<file path="src/hdl/dda_pkg.sv">
package dda_pkg;

  // Default configuration of the rasterizer
  localparam int COORD_BITS_DEF = 10;
  localparam int MAX_SPAN_DEF   = 63;
  localparam int FRAC_BITS_DEF  = 16;

  // Width of the emitted pixel coordinates
  localparam int PIX_BITS = 10;

  // Command queue between front and back
  localparam int Q_DEPTH = 2;
  localparam int Q_PTR_W = 1;

  // Classification of one line request
  typedef struct packed {
    logic too_long;
    logic zero_len;
    logic x_neg;
    logic y_neg;
  } line_cls_t;

  localparam int CLS_BITS = $bits(line_cls_t);

endpackage

</file>
<file path="src/hdl/dda_line_rasterizer.sv">
// DDA line rasterizer. Each request is one line given by its start and end pixel
// coordinates; the block answers with the start point and then one point per step
// along the major axis, every point rounded to the nearest pixel, and marks the final
// point with last_point. A zero-length line yields only its start point. A line whose
// major-axis span exceeds MAX_SPAN yields a single result with span_too_long and
// last_point set and zero coordinates. Increments carry FRAC_BITS fraction bits and
// come from a bit-serial divider, so a normal line of N steps occupies the back end for
// the divide and increment states (ST_DIV, ST_INC) followed by N + 1 output points;
// zero-length and too-long lines go straight to emit and skip the divider. Points
// leave at one per cycle while out_stall_i is low. A two-entry request queue sits
// between the classifier and the point generator, so up to two further lines are
// taken while a line is being drawn.
module dda_line_rasterizer import dda_pkg::*; #(
  parameter int COORD_BITS = COORD_BITS_DEF,
  parameter int MAX_SPAN   = MAX_SPAN_DEF,
  parameter int FRAC_BITS  = FRAC_BITS_DEF
) (
  input  logic                  clk_i,
  input  logic                  rst_ni,
  input  logic                  in_valid_i,
  output logic                  in_stall_o,
  input  logic [COORD_BITS-1:0] x_start_i,
  input  logic [COORD_BITS-1:0] y_start_i,
  input  logic [COORD_BITS-1:0] x_end_i,
  input  logic [COORD_BITS-1:0] y_end_i,
  output logic                  out_valid_o,
  input  logic                  out_stall_i,
  output logic [PIX_BITS-1:0]   x_pixel_o,
  output logic [PIX_BITS-1:0]   y_pixel_o,
  output logic                  last_point_o,
  output logic                  span_too_long_o
);

  localparam int SPAN_BITS = $clog2(MAX_SPAN + 1);
  localparam int ENTRY_W   = CLS_BITS + 2 * COORD_BITS + 3 * SPAN_BITS;

  line_cls_t             f_cls, q_cls;
  logic [SPAN_BITS-1:0]  f_steps, f_xmag, f_ymag;
  logic [SPAN_BITS-1:0]  q_steps, q_xmag, q_ymag;
  logic [COORD_BITS-1:0] q_xs, q_ys;
  logic                  q_push, q_full, q_pop, q_nonempty;
  logic [ENTRY_W-1:0]    q_wdata, q_rdata;

  // Classify incoming lines
  dda_front #(
    .COORD_BITS (COORD_BITS),
    .MAX_SPAN   (MAX_SPAN),
    .SPAN_BITS  (SPAN_BITS)
  ) u_front (
    .in_valid_i (in_valid_i),
    .in_stall_o (in_stall_o),
    .x_start_i  (x_start_i),
    .y_start_i  (y_start_i),
    .x_end_i    (x_end_i),
    .y_end_i    (y_end_i),
    .q_full_i   (q_full),
    .q_push_o   (q_push),
    .cls_o      (f_cls),
    .steps_o    (f_steps),
    .x_mag_o    (f_xmag),
    .y_mag_o    (f_ymag)
  );

  // Queue classified requests
  assign q_wdata = {f_cls, x_start_i, y_start_i, f_steps, f_xmag, f_ymag};
  assign {q_cls, q_xs, q_ys, q_steps, q_xmag, q_ymag} = q_rdata;

  dda_fifo #(
    .WIDTH (ENTRY_W)
  ) u_fifo (
    .clk_i      (clk_i),
    .rst_ni     (rst_ni),
    .push_i     (q_push),
    .wdata_i    (q_wdata),
    .full_o     (q_full),
    .pop_i      (q_pop),
    .rdata_o    (q_rdata),
    .nonempty_o (q_nonempty)
  );

  // Divide and walk the line
  dda_back #(
    .COORD_BITS (COORD_BITS),
    .MAX_SPAN   (MAX_SPAN),
    .FRAC_BITS  (FRAC_BITS),
    .SPAN_BITS  (SPAN_BITS)
  ) u_back (
    .clk_i           (clk_i),
    .rst_ni          (rst_ni),
    .cmd_valid_i     (q_nonempty),
    .cmd_pop_o       (q_pop),
    .cls_i           (q_cls),
    .x_start_i       (q_xs),
    .y_start_i       (q_ys),
    .steps_i         (q_steps),
    .x_mag_i         (q_xmag),
    .y_mag_i         (q_ymag),
    .out_valid_o     (out_valid_o),
    .out_stall_i     (out_stall_i),
    .x_pixel_o       (x_pixel_o),
    .y_pixel_o       (y_pixel_o),
    .last_point_o    (last_point_o),
    .span_too_long_o (span_too_long_o)
  );

  // A too-long line is a single, final, zeroed result
  a_too_long_single : assert property (@(posedge clk_i) disable iff (!rst_ni)
    out_valid_o && span_too_long_o |-> last_point_o && x_pixel_o == '0 && y_pixel_o == '0)
    else $error("too-long result not final or not zeroed");

  // An accepted request is visible in the queue next cycle
  a_push_lands : assert property (@(posedge clk_i) disable iff (!rst_ni)
    in_valid_i && !in_stall_o |=> q_nonempty)
    else $error("accepted request missing from queue");

  // The back end only pops a present entry
  a_pop_nonempty : assert property (@(posedge clk_i) disable iff (!rst_ni)
    q_pop |-> q_nonempty)
    else $error("pop from empty queue");

endmodule

</file>
<file path="src/hdl/dda_front.sv">
module dda_front import dda_pkg::*; #(
  parameter int COORD_BITS = COORD_BITS_DEF,
  parameter int MAX_SPAN   = MAX_SPAN_DEF,
  parameter int SPAN_BITS  = $clog2(MAX_SPAN_DEF + 1)
) (
  input  logic                  in_valid_i,
  output logic                  in_stall_o,
  input  logic [COORD_BITS-1:0] x_start_i,
  input  logic [COORD_BITS-1:0] y_start_i,
  input  logic [COORD_BITS-1:0] x_end_i,
  input  logic [COORD_BITS-1:0] y_end_i,
  input  logic                  q_full_i,
  output logic                  q_push_o,
  output line_cls_t             cls_o,
  output logic [SPAN_BITS-1:0]  steps_o,
  output logic [SPAN_BITS-1:0]  x_mag_o,
  output logic [SPAN_BITS-1:0]  y_mag_o
);

  logic [COORD_BITS:0]   dx, dy;
  logic [COORD_BITS:0]   dx_abs, dy_abs;
  logic [COORD_BITS-1:0] adx, ady, steps;

  // Form signed deltas and their magnitudes
  assign dx     = {1'b0, x_end_i} - {1'b0, x_start_i};
  assign dy     = {1'b0, y_end_i} - {1'b0, y_start_i};
  assign dx_abs = dx[COORD_BITS] ? ((COORD_BITS + 1)'(0) - dx) : dx;
  assign dy_abs = dy[COORD_BITS] ? ((COORD_BITS + 1)'(0) - dy) : dy;
  assign adx    = dx_abs[COORD_BITS-1:0];
  assign ady    = dy_abs[COORD_BITS-1:0];

  // Step count is the major-axis span
  assign steps = (adx > ady) ? adx : ady;

  // Classify the line
  always_comb begin
    cls_o.too_long = (32'(steps) > MAX_SPAN);
    cls_o.zero_len = (steps == '0);
    cls_o.x_neg    = dx[COORD_BITS];
    cls_o.y_neg    = dy[COORD_BITS];
  end

  assign steps_o = SPAN_BITS'(steps);
  assign x_mag_o = SPAN_BITS'(adx);
  assign y_mag_o = SPAN_BITS'(ady);

  // Accept a request whenever the queue has room
  assign in_stall_o = q_full_i;
  assign q_push_o   = in_valid_i && !q_full_i;

endmodule

</file>
<file path="src/hdl/dda_fifo.sv">
module dda_fifo import dda_pkg::*; #(
  parameter int WIDTH = 8
) (
  input  logic             clk_i,
  input  logic             rst_ni,
  input  logic             push_i,
  input  logic [WIDTH-1:0] wdata_i,
  output logic             full_o,
  input  logic             pop_i,
  output logic [WIDTH-1:0] rdata_o,
  output logic             nonempty_o
);

  logic [WIDTH-1:0]   entry_q [Q_DEPTH];
  logic [Q_PTR_W-1:0] wr_ptr_q, rd_ptr_q;
  logic [Q_PTR_W:0]   count_q, count_d;

  assign full_o     = (count_q == (Q_PTR_W + 1)'(Q_DEPTH));
  assign nonempty_o = (count_q != '0);
  assign rdata_o    = entry_q[rd_ptr_q];

  // Track occupancy
  always_comb begin
    count_d = count_q;
    case ({push_i, pop_i})
      2'b10:   count_d = count_q + 1'b1;
      2'b01:   count_d = count_q - 1'b1;
      default: count_d = count_q;
    endcase
  end

  // Advance pointers
  always_ff @(posedge clk_i or negedge rst_ni) begin
    if (!rst_ni) begin
      wr_ptr_q <= '0;
      rd_ptr_q <= '0;
      count_q  <= '0;
    end else begin
      count_q <= count_d;
      if (push_i) begin
        wr_ptr_q <= wr_ptr_q + 1'b1;
      end
      if (pop_i) begin
        rd_ptr_q <= rd_ptr_q + 1'b1;
      end
    end
  end

  // Store request payload
  always_ff @(posedge clk_i) begin
    if (push_i) begin
      entry_q[wr_ptr_q] <= wdata_i;
    end
  end

endmodule

</file>
<file path="src/hdl/dda_back.sv">
module dda_back import dda_pkg::*; #(
  parameter int COORD_BITS = COORD_BITS_DEF,
  parameter int MAX_SPAN   = MAX_SPAN_DEF,
  parameter int FRAC_BITS  = FRAC_BITS_DEF,
  parameter int SPAN_BITS  = $clog2(MAX_SPAN_DEF + 1)
) (
  input  logic                  clk_i,
  input  logic                  rst_ni,
  input  logic                  cmd_valid_i,
  output logic                  cmd_pop_o,
  input  line_cls_t             cls_i,
  input  logic [COORD_BITS-1:0] x_start_i,
  input  logic [COORD_BITS-1:0] y_start_i,
  input  logic [SPAN_BITS-1:0]  steps_i,
  input  logic [SPAN_BITS-1:0]  x_mag_i,
  input  logic [SPAN_BITS-1:0]  y_mag_i,
  output logic                  out_valid_o,
  input  logic                  out_stall_i,
  output logic [PIX_BITS-1:0]   x_pixel_o,
  output logic [PIX_BITS-1:0]   y_pixel_o,
  output logic                  last_point_o,
  output logic                  span_too_long_o
);

  localparam int POS_W = ((COORD_BITS + 1 > PIX_BITS) ? COORD_BITS + 1 : PIX_BITS) + FRAC_BITS;
  localparam int QUO_W = FRAC_BITS + 1;
  localparam int CNT_W = $clog2(FRAC_BITS + 1);

  localparam logic [1:0] ST_IDLE = 2'd0;
  localparam logic [1:0] ST_DIV  = 2'd1;
  localparam logic [1:0] ST_INC  = 2'd2;
  localparam logic [1:0] ST_EMIT = 2'd3;

  localparam logic [POS_W-1:0] HALF = POS_W'(1) << (FRAC_BITS - 1);

  logic [1:0]           state_q, state_d;
  logic                 out_valid_q;
  logic [SPAN_BITS-1:0] steps_q, k_q;
  logic [SPAN_BITS-1:0] x_rem_q, y_rem_q;
  logic [QUO_W-1:0]     x_quo_q, y_quo_q;
  logic                 x_neg_q, y_neg_q, too_long_q;
  logic [CNT_W-1:0]     cnt_q;
  logic [POS_W-1:0]     x_pos_q, y_pos_q, x_inc_q, y_inc_q;
  logic [PIX_BITS-1:0]  x_pix_q, y_pix_q;
  logic                 last_q, flag_q;

  logic                 start_div, emit_go, is_last, x_full, y_full;
  logic [SPAN_BITS:0]   x_shift, y_shift, steps_ext;
  logic                 x_ge, y_ge;
  logic [SPAN_BITS-1:0] x_rem_next, y_rem_next;
  logic [POS_W-1:0]     x_round, y_round;

  // Pop a queued line when idle
  assign cmd_pop_o = (state_q == ST_IDLE) && cmd_valid_i;
  assign start_div = !cls_i.too_long && !cls_i.zero_len;

  // One restoring-division step per cycle for both axes
  assign steps_ext  = {1'b0, steps_q};
  assign x_shift    = {x_rem_q, 1'b0};
  assign y_shift    = {y_rem_q, 1'b0};
  assign x_ge       = (x_shift >= steps_ext);
  assign y_ge       = (y_shift >= steps_ext);
  assign x_rem_next = x_ge ? SPAN_BITS'(x_shift - steps_ext) : SPAN_BITS'(x_shift);
  assign y_rem_next = y_ge ? SPAN_BITS'(y_shift - steps_ext) : SPAN_BITS'(y_shift);

  // Integer quotient bit: magnitude never exceeds the step count
  assign x_full = (x_mag_i == steps_i);
  assign y_full = (y_mag_i == steps_i);

  // Round the current position to the nearest pixel
  assign x_round = x_pos_q + HALF;
  assign y_round = y_pos_q + HALF;

  assign emit_go = (state_q == ST_EMIT) && (!out_valid_q || !out_stall_i);
  assign is_last = (k_q == steps_q);

  // Sequence divide and emit
  always_comb begin
    state_d = state_q;
    case (state_q)
      ST_IDLE: begin
        if (cmd_valid_i) begin
          state_d = start_div ? ST_DIV : ST_EMIT;
        end
      end
      ST_DIV: begin
        if (cnt_q == CNT_W'(1)) begin
          state_d = ST_INC;
        end
      end
      ST_INC: state_d = ST_EMIT;
      ST_EMIT: begin
        if (emit_go && is_last) begin
          state_d = ST_IDLE;
        end
      end
      default: state_d = ST_IDLE;
    endcase
  end

  // Control registers
  always_ff @(posedge clk_i or negedge rst_ni) begin
    if (!rst_ni) begin
      state_q     <= ST_IDLE;
      out_valid_q <= 1'b0;
    end else begin
      state_q <= state_d;
      if (emit_go) begin
        out_valid_q <= 1'b1;
      end else if (!out_stall_i) begin
        out_valid_q <= 1'b0;
      end
    end
  end

  // Datapath registers
  always_ff @(posedge clk_i) begin
    case (state_q)
      ST_IDLE: begin
        if (cmd_valid_i) begin
          x_pos_q    <= POS_W'(x_start_i) << FRAC_BITS;
          y_pos_q    <= POS_W'(y_start_i) << FRAC_BITS;
          steps_q    <= start_div ? steps_i : '0;
          k_q        <= '0;
          too_long_q <= cls_i.too_long;
          x_neg_q    <= cls_i.x_neg;
          y_neg_q    <= cls_i.y_neg;
          x_quo_q    <= QUO_W'(x_full);
          y_quo_q    <= QUO_W'(y_full);
          x_rem_q    <= x_full ? '0 : x_mag_i;
          y_rem_q    <= y_full ? '0 : y_mag_i;
          cnt_q      <= CNT_W'(FRAC_BITS);
        end
      end
      ST_DIV: begin
        x_rem_q <= x_rem_next;
        y_rem_q <= y_rem_next;
        x_quo_q <= {x_quo_q[QUO_W-2:0], x_ge};
        y_quo_q <= {y_quo_q[QUO_W-2:0], y_ge};
        cnt_q   <= cnt_q - 1'b1;
      end
      ST_INC: begin
        x_inc_q <= x_neg_q ? (POS_W'(0) - POS_W'(x_quo_q)) : POS_W'(x_quo_q);
        y_inc_q <= y_neg_q ? (POS_W'(0) - POS_W'(y_quo_q)) : POS_W'(y_quo_q);
      end
      ST_EMIT: begin
        if (emit_go) begin
          x_pix_q <= too_long_q ? '0 : x_round[FRAC_BITS +: PIX_BITS];
          y_pix_q <= too_long_q ? '0 : y_round[FRAC_BITS +: PIX_BITS];
          last_q  <= is_last;
          flag_q  <= too_long_q;
          x_pos_q <= x_pos_q + x_inc_q;
          y_pos_q <= y_pos_q + y_inc_q;
          k_q     <= k_q + 1'b1;
        end
      end
      default: begin
        k_q <= k_q;
      end
    endcase
  end

  assign out_valid_o     = out_valid_q;
  assign x_pixel_o       = x_pix_q;
  assign y_pixel_o       = y_pix_q;
  assign last_point_o    = last_q;
  assign span_too_long_o = flag_q;

endmodule
</file>
<file path="config.mk">
export PLATFORM = sky130hd
export DESIGN_NAME = dda_line_rasterizer
export DESIGN_NICKNAME = d
export VERILOG_FILES = /design/src/hdl/dda_pkg.sv /design/src/hdl/dda_line_rasterizer.sv /design/src/hdl/dda_front.sv /design/src/hdl/dda_fifo.sv /design/src/hdl/dda_back.sv
export SDC_FILE = /design/constraint.sdc
export NUM_CORES = 1
export LEC_CHECK = 0
export BUFFER_PORTS_ARGS = -buffer_cell sky130_fd_sc_hd__buf_2
export CORE_ASPECT_RATIO = 1.5
export CORE_MARGIN = 3
export CORE_UTILIZATION = 55
export CTS_CLUSTER_SIZE = 40
export DETAILED_ROUTE_END_ITERATION = 10
export MAX_ROUTING_LAYER = met4
export PLACE_DENSITY = 0.72
export SLEW_MARGIN = 20
export SYNTH_ARGS = -nofsm -noshare
export SYNTH_HDL_FRONTEND = slang
export SYNTH_SLANG_ARGS = --single-unit
</file>
<file path="constraint.sdc">
create_clock -name clk_i -period 19.05 [get_ports clk_i]
set_clock_uncertainty 0.05 [all_clocks]
set_input_delay 0.9525 -clock clk_i [delete_from_list [all_inputs] [get_ports clk_i]]
set_output_delay 0.9525 -clock clk_i [all_outputs]
set_load 0.02 [all_outputs]
</file>
# After elaboration in Yosys (flattened, before gate mapping)

Memories as Yosys holds them, arrays and structs flattened.
Index checks and enable logic that the tools add are counted.

Order comparisons: 4
Eq/ne operators: 15
Multiplexer cells: 38
Add/subtract/negate cells: 18
Reduce and logical (&&, ||, !) cells: 22

Operators by type and width:

| operator                 | count |
|---|---|
| $mux W27                 | 4 |
| $pmux W27 S2             | 2 |
| $mux W17                 | 4 |
| $pmux W17 S2             | 2 |
| $add A27 B27 Y27         | 2 |
| $add A26 B16 Y26 const B | 2 |
| $mux W6                  | 8 |
| $pmux W6 S2              | 3 |
| $sub A1 B17 Y18 const A  | 2 |
| $mux W10                 | 3 |
| $sub A10 B10 Y11         | 2 |
| $sub A1 B10 Y10 const A  | 2 |
| $eq A6 B6 Y1             | 3 |
| $ge A7 B6 Y1             | 2 |
| $sub A6 B6 Y6            | 2 |
| $gt A10 B10 Y1           | 1 |
| $gt A10 B6 Y1 const B    | 1 |
| $logic_not A10 Y1        | 1 |
| $pmux W5 S2              | 1 |
| $eq A2 B2 Y1 const B     | 4 |
| $mux W2                  | 4 |
| $ne A2 B1 Y1 const B     | 4 |
| $pmux W2 S4              | 1 |
| $reduce_bool A2 Y1       | 4 |
| 17 further kinds         | 33 |

Bits in registers: 185
Word-level logic and storage cells: 123
Memories: 1
Bits in writable memories: 84

Memories:

| name           | words | width | rd ports | clocked after Yosys merged registers in | wr ports | RTL line       | source |
|---|---|---|---|---|---|---|---|
| u_fifo.entry_q | 2     | 42    | 1        | 0                                       | 1        | dda_fifo.sv:14 | `logic [WIDTH-1:0] entry_q [Q_DEPTH];` |

# Depth between registers and ports, before layout

Word-level depth: 6
Depth in mapped cells: 22
Depth with buffers taken out: 21

# Cells and area by module

A second synthesis with hierarchy kept.

Cell total of the unflattened synthesis: 1,432
Area total of the unflattened synthesis: 16,268.1 sq um

By module, submodules not included:

| module    | times used | area each (sq um) | cells an instance |
|---|---|---|---|
| dda_back  | 1          | 10,879.2          | 1,010 |
| dda_fifo  | 1          | 3,419.5           | 147 |
| dda_front | 1          | 1,969.4           | 275 |

# Worst setup path after synthesis

OpenSTA, ideal clock, no wires.

Path type: reg2reg
Start point: reg u_back.state_q[1]
End point: reg u_back.k_q[0], enable pin
Arrival: 5.525 ns
Clock period less this slack: 6.154 ns
Slack: 12.896 ns
Setup time: 0.579 ns
Stages on the path, launching flop included: 6
Cell sequence: dfrtp_1 ha_1 clkbuf_1 clkbuf_1 nor2_1 a311oi_1

Word-level cells in the longest chain between the ends: 4
Elaborated cells on any way between the ends: 7

Ends and longest elaborated chain:

| element                       | RTL line                        | source |
|---|---|---|
| from (decl)                   | dda_back.sv:36                  | `logic [1:0] state_q, state_d;` |
| from (signal assigned)        | dda_back.sv:107                 | `state_q <= state_d;` |
| $eq A2 B2 Y1                  | dda_back.sv:74, dda_back.sv:118 |  |
| $logic_and A1 B1 Y1           | dda_back.sv:74                  | `assign emit_go = (state_q == ST_EMIT) && (!out_valid_q \|\| !out_stall_i);` |
| $ne A2 B1 Y1 (no line)        | -                               |  |
| $reduce_and A3 Y1 (no line) * | -                               |  |
| to (signal assigned)          | dda_back.sv:154                 | `k_q <= k_q + 1'b1;` |
| to (signal assigned)          | dda_back.sv:158                 | `k_q <= k_q;` |
| to (decl)                     | dda_back.sv:38                  | `logic [SPAN_BITS-1:0] steps_q, k_q;` |

Every way passes the cells marked *; elsewhere a longest branch is shown, timed or not.
A chain may end at the register's enable or synchronous reset.

==> reports/results.txt <==
1st-iter DRT viols = 568
Final Net Count = 1,597
Post-Synth Adder-Cell Area = 0.0930
Finish-stage setup viols = 0
GRT Util Overall = 0.214
TritonCTS Sinks = 267
Die W = 143 um
PwrDens = 193 nW/um^2
Routed Antenna Nets = 0
# DRC = 0
Grt ovf = 0
Diodes inserted = 0
Finished Layout Cells = 1,803
Postcts setup bufs = 0
Reg2reg end = u_back.x_pos_q[25]$_DFFE_PP_
Mapped Cells = 1,363
Max Fanout on Critical Path = 9
Setup crit end kind = register
Post_cts resized = 0
Reg clk slew, reported paths = 60 ps
Placer Congestion = 0.896
Synthesized flop and latch total = 267
Leak = 6.67 nW
Pre-CTS setup slack = 13,070 ps
Simple-Gate Fraction of Synth Area = 0.131
Vias per std cell = 5.78
Filler cells = 2,230
Root buffer cell = clkbuf_16
Core box area = 27,600 um^2
Port Buf Inserts = 67
Yosys Warn Count = 0
Post-synthesis net count = 1,519
Sequential area share after synthesis = 0.513
CTS tree = done
Cts bufs inserted = 27
FP Rows = 74
R2R Path Start = u_back.x_pos_q[1]$_SDFFCE_PN0P_
Largest family of logic cells by synthesized area = simple AND/OR/NAND/NOR gates
Fmax = 180 MHz
Top Ports = 68
Wire per inst = 17.4 um
Area delta synth->final = 10.1%
CTS hold repair buffers = 0
Largest net degree at the start of global routing = 83
Final Max Tran Viols = 0
Synth Area in XOR/XNOR = 0.0844
Crit path arrival time = 5860 ps
Yosys cell types = 77
Worst Max-Slew Pin Slew = 873 ps
Vias in the first global route = 10,600
CP startpoint kind = primary input
Maximum Capacitance Violations = 0
Layout cell share with drive strength beyond 1 = 0.106
First-pass GRT wire length = 51.1 mm
Final Hold Viols = 0
Max Buffers Root-to-Sink = 3
Final design utilization = 0.621
Max_slew headroom = 0.418
Initial Utilization = 0.564
Syn avg cell area = 11.4 um^2
Initial antenna violation count = 0
Status = complete, no violations
Total Wirelength = 31.4 mm
Setup TNS = 0 ps
Main synth FF type = edfxtp_1
Final min period = 5560 ps
Final hold slack = 196 ps
Die height = 212 um
Worst Reg2Reg Path Length in Cells = 10
VDD IR max = 0.000146 V
R2r setup slk = 15,740 ps
DR pass1 iterations = 5
Asr flop ratio synth = 0.0262
EDFF count, synth = 260
RSZ-0062 raised after global routing = no
H-Tree Level Count = 1
Worst hold-check path type = in -> async
Routed vias = 10,400
Syn Std Cell Area = 15,600 um^2
Fin crit share = 0.292
Inst Count DP = 1,754
Compound-cell area share of the yosys netlist = 0.119
Final setup margin = 13,490 ps
Clk_lat worst skew = 540 ps
Die ar. = 30,400 um^2
Mux share of post-synthesis cell area = 0.0341
DPL Wire Length = 22.6 mm
Worst EP required = 19,350 ps
Crit Path Class = in -> reg
[placed cells by master, fill, tap and decap left out, types with 5 or more instances in the layout]
| cell type | Yosys | layout |
|---|---|---|
| edfxtp_1 | 260 | 260 |
| ha_1 | 106 | 105 |
| xnor2_1 | 103 | 103 |
| a21oi_1 | 89 | 89 |
| nand2_1 | 84 | 84 |
| nor2_1 | 81 | 79 |
| inv_1 | 72 | 72 |
| buf_2 | 1 | 67 |
| o21ai_0 | 65 | 65 |
| and2_1 | 56 | 56 |
| xor2_1 | 47 | 47 |
| mux2i_1 | 44 | 44 |
| clkbuf_16 | 0 | 27 |
| a21o_1 | 26 | 26 |
| nand3_1 | 26 | 26 |
| nor3_1 | 22 | 22 |
| or3_1 | 20 | 20 |
| nand2b_1 | 19 | 19 |
| nor2b_1 | 19 | 19 |
| and3_1 | 16 | 15 |
| o31ai_1 | 15 | 15 |
| a211oi_1 | 13 | 13 |
| o22ai_1 | 10 | 10 |
| clkinv_2 | 0 | 10 |
| buf_4 | 0 | 10 |
| mux2_2 | 8 | 8 |
| o21a_1 | 8 | 8 |
| nand4_1 | 8 | 8 |
| o21bai_1 | 8 | 8 |
| o211ai_1 | 6 | 6 |
| fa_1 | 6 | 6 |
| dfrtp_1 | 7 | 6 |
| nor3b_1 | 5 | 5 |
| o31a_1 | 5 | 5 |
| a31oi_1 | 5 | 5 |
| clkinvlp_4 | 0 | 5 |
[logic make-up (layout without fill, tap and decap cells)]
kind of cell / count (synthesis) / in the layout
AOI/OAI and AO/OA: 292 / 292
xor gates and xnor gates: 150 / 150
adders and majority gates: 112 / 112
buffers and inverters: 103 / 201
DFF: 267 / 267
muxes: 52 / 52
and+or+nand+nor: 387 / 387
[sequential cells by signal, indices dropped and copies added, names as in the netlist]
register                flops
u_back.x_quo_q             17
u_back.out_valid_o          1
u_back.cnt_q                5
u_back.y_pixel_o           10
u_back.x_pixel_o           10
u_back.y_rem_q              6
u_fifo.wr_ptr_q             1
u_back.k_q                  6
u_back.steps_q              6
u_fifo.entry_q             84
u_fifo.count_q              2
u_back.last_point_o         1
u_fifo.rd_ptr_q             1
u_back.too_long_q           1
u_back.span_too_long_o      1
u_back.x_pos_q             26
u_back.y_neg_q              1
u_back.state_q              2
u_back.x_neg_q              1
u_back.y_inc_q             18
u_back.y_pos_q             26
u_back.x_rem_q              6
u_back.y_quo_q             17
u_back.x_inc_q             18
[report_power, final]
group | internal (W) | switching [W] | total [W]
logic | 0.000664 | 0.000945 | 0.00161
clock network | 0.000268 | 0.000220 | 0.000488
registers | 0.00104 | 0.000170 | 0.00122
[per-layer routing]
metal	global-route usage	routed length, um
met5	-	0
met4	0.0828	1060
met3	0.0216	1040
met2	0.384	16600
met1	0.246	12700
[worst max-delay path, stage by stage]
cell      delay (ps)
buf_2            100
inv_1             50
ha_1             140
inv_1             50
fa_1             400
a21o_1           220
a22oi_1          180
a21oi_1          150
a31o_1           360
inv_2            180
o21ai_0          150
xor2_1           310
inv_1            120
ha_1             320
and3_1           200
and3_1           200
a221o_1          290
a211oi_1         250
a31oi_1           70
buf_4            180
mux2_2           300
or4_1            520
nor4_2           180
[synth_stat cells, drive strengths merged, types with 7 or more instances]
library cell / count / area share
edfxtp: 260 / 0.50
ha: 106 / 0.085
xnor2: 103 / 0.058
a21oi: 90 / 0.029
nand2: 84 / 0.020
nor2: 83 / 0.021
inv: 74 / 0.018
o21ai: 69 / 0.022
and2: 56 / 0.023
xor2: 47 / 0.026
mux2i: 44 / 0.028
a21o: 26 / 0.013
nand3: 26 / 0.0084
nor3: 23 / 0.0077
clkbuf: 21 / 0.0051
or3: 20 / 0.0080
nand2b: 19 / 0.0076
nor2b: 19 / 0.0076
and3: 16 / 0.0064
o31ai: 16 / 0.0080
a211oi: 14 / 0.0071
o22ai: 10 / 0.0040
mux2: 8 / 0.0058
nand4: 8 / 0.0032
o21a: 8 / 0.0039
o21bai: 8 / 0.0039
buf: 7 / 0.0023
dfrtp: 7 / 0.011
[layout make-up]
type                    count  area (um^2)  share of cell area
inverters                  75          282              0.0164
clock buffers              31          711              0.0415
flip-flops and latches    267         7980               0.466
repair buffers             77          410              0.0240
multi-input cells         993         7220               0.421
clock inverters            18          104             0.00606
well taps                 342          428              0.0250
[through the flow]
stage	power, W	area (um^2)
after floorplan	0.00245	15600
after global placement	0.00278	16300
after detailed placement	0.00283	16300
after CTS	0.00334	17100
after global routing	0.00358	17100
final	0.00331	17100
[worst max-delay path by stage]
stage	startpoint	end	slack (ps)	cells after the start
after floorplan	u_back.state_q[1]$_DFFE_PN0P_	u_back.k_q[0]$_SDFFCE_PN0P_	12900	5
after global placement	x_end_i[0]	u_fifo.entry_q[0][40]$_DFFE_PP_	13190	22
after detailed placement	x_end_i[0]	u_fifo.entry_q[0][40]$_DFFE_PP_	13070	23
after CTS	x_end_i[0]	u_fifo.entry_q[0][40]$_DFFE_PP_	13630	23
after global routing	x_end_i[0]	u_fifo.entry_q[1][40]$_DFFE_PP_	13300	23
final	x_end_i[0]	u_fifo.entry_q[0][40]$_DFFE_PP_	13490	23
Power figures use the tool's default switching activity.
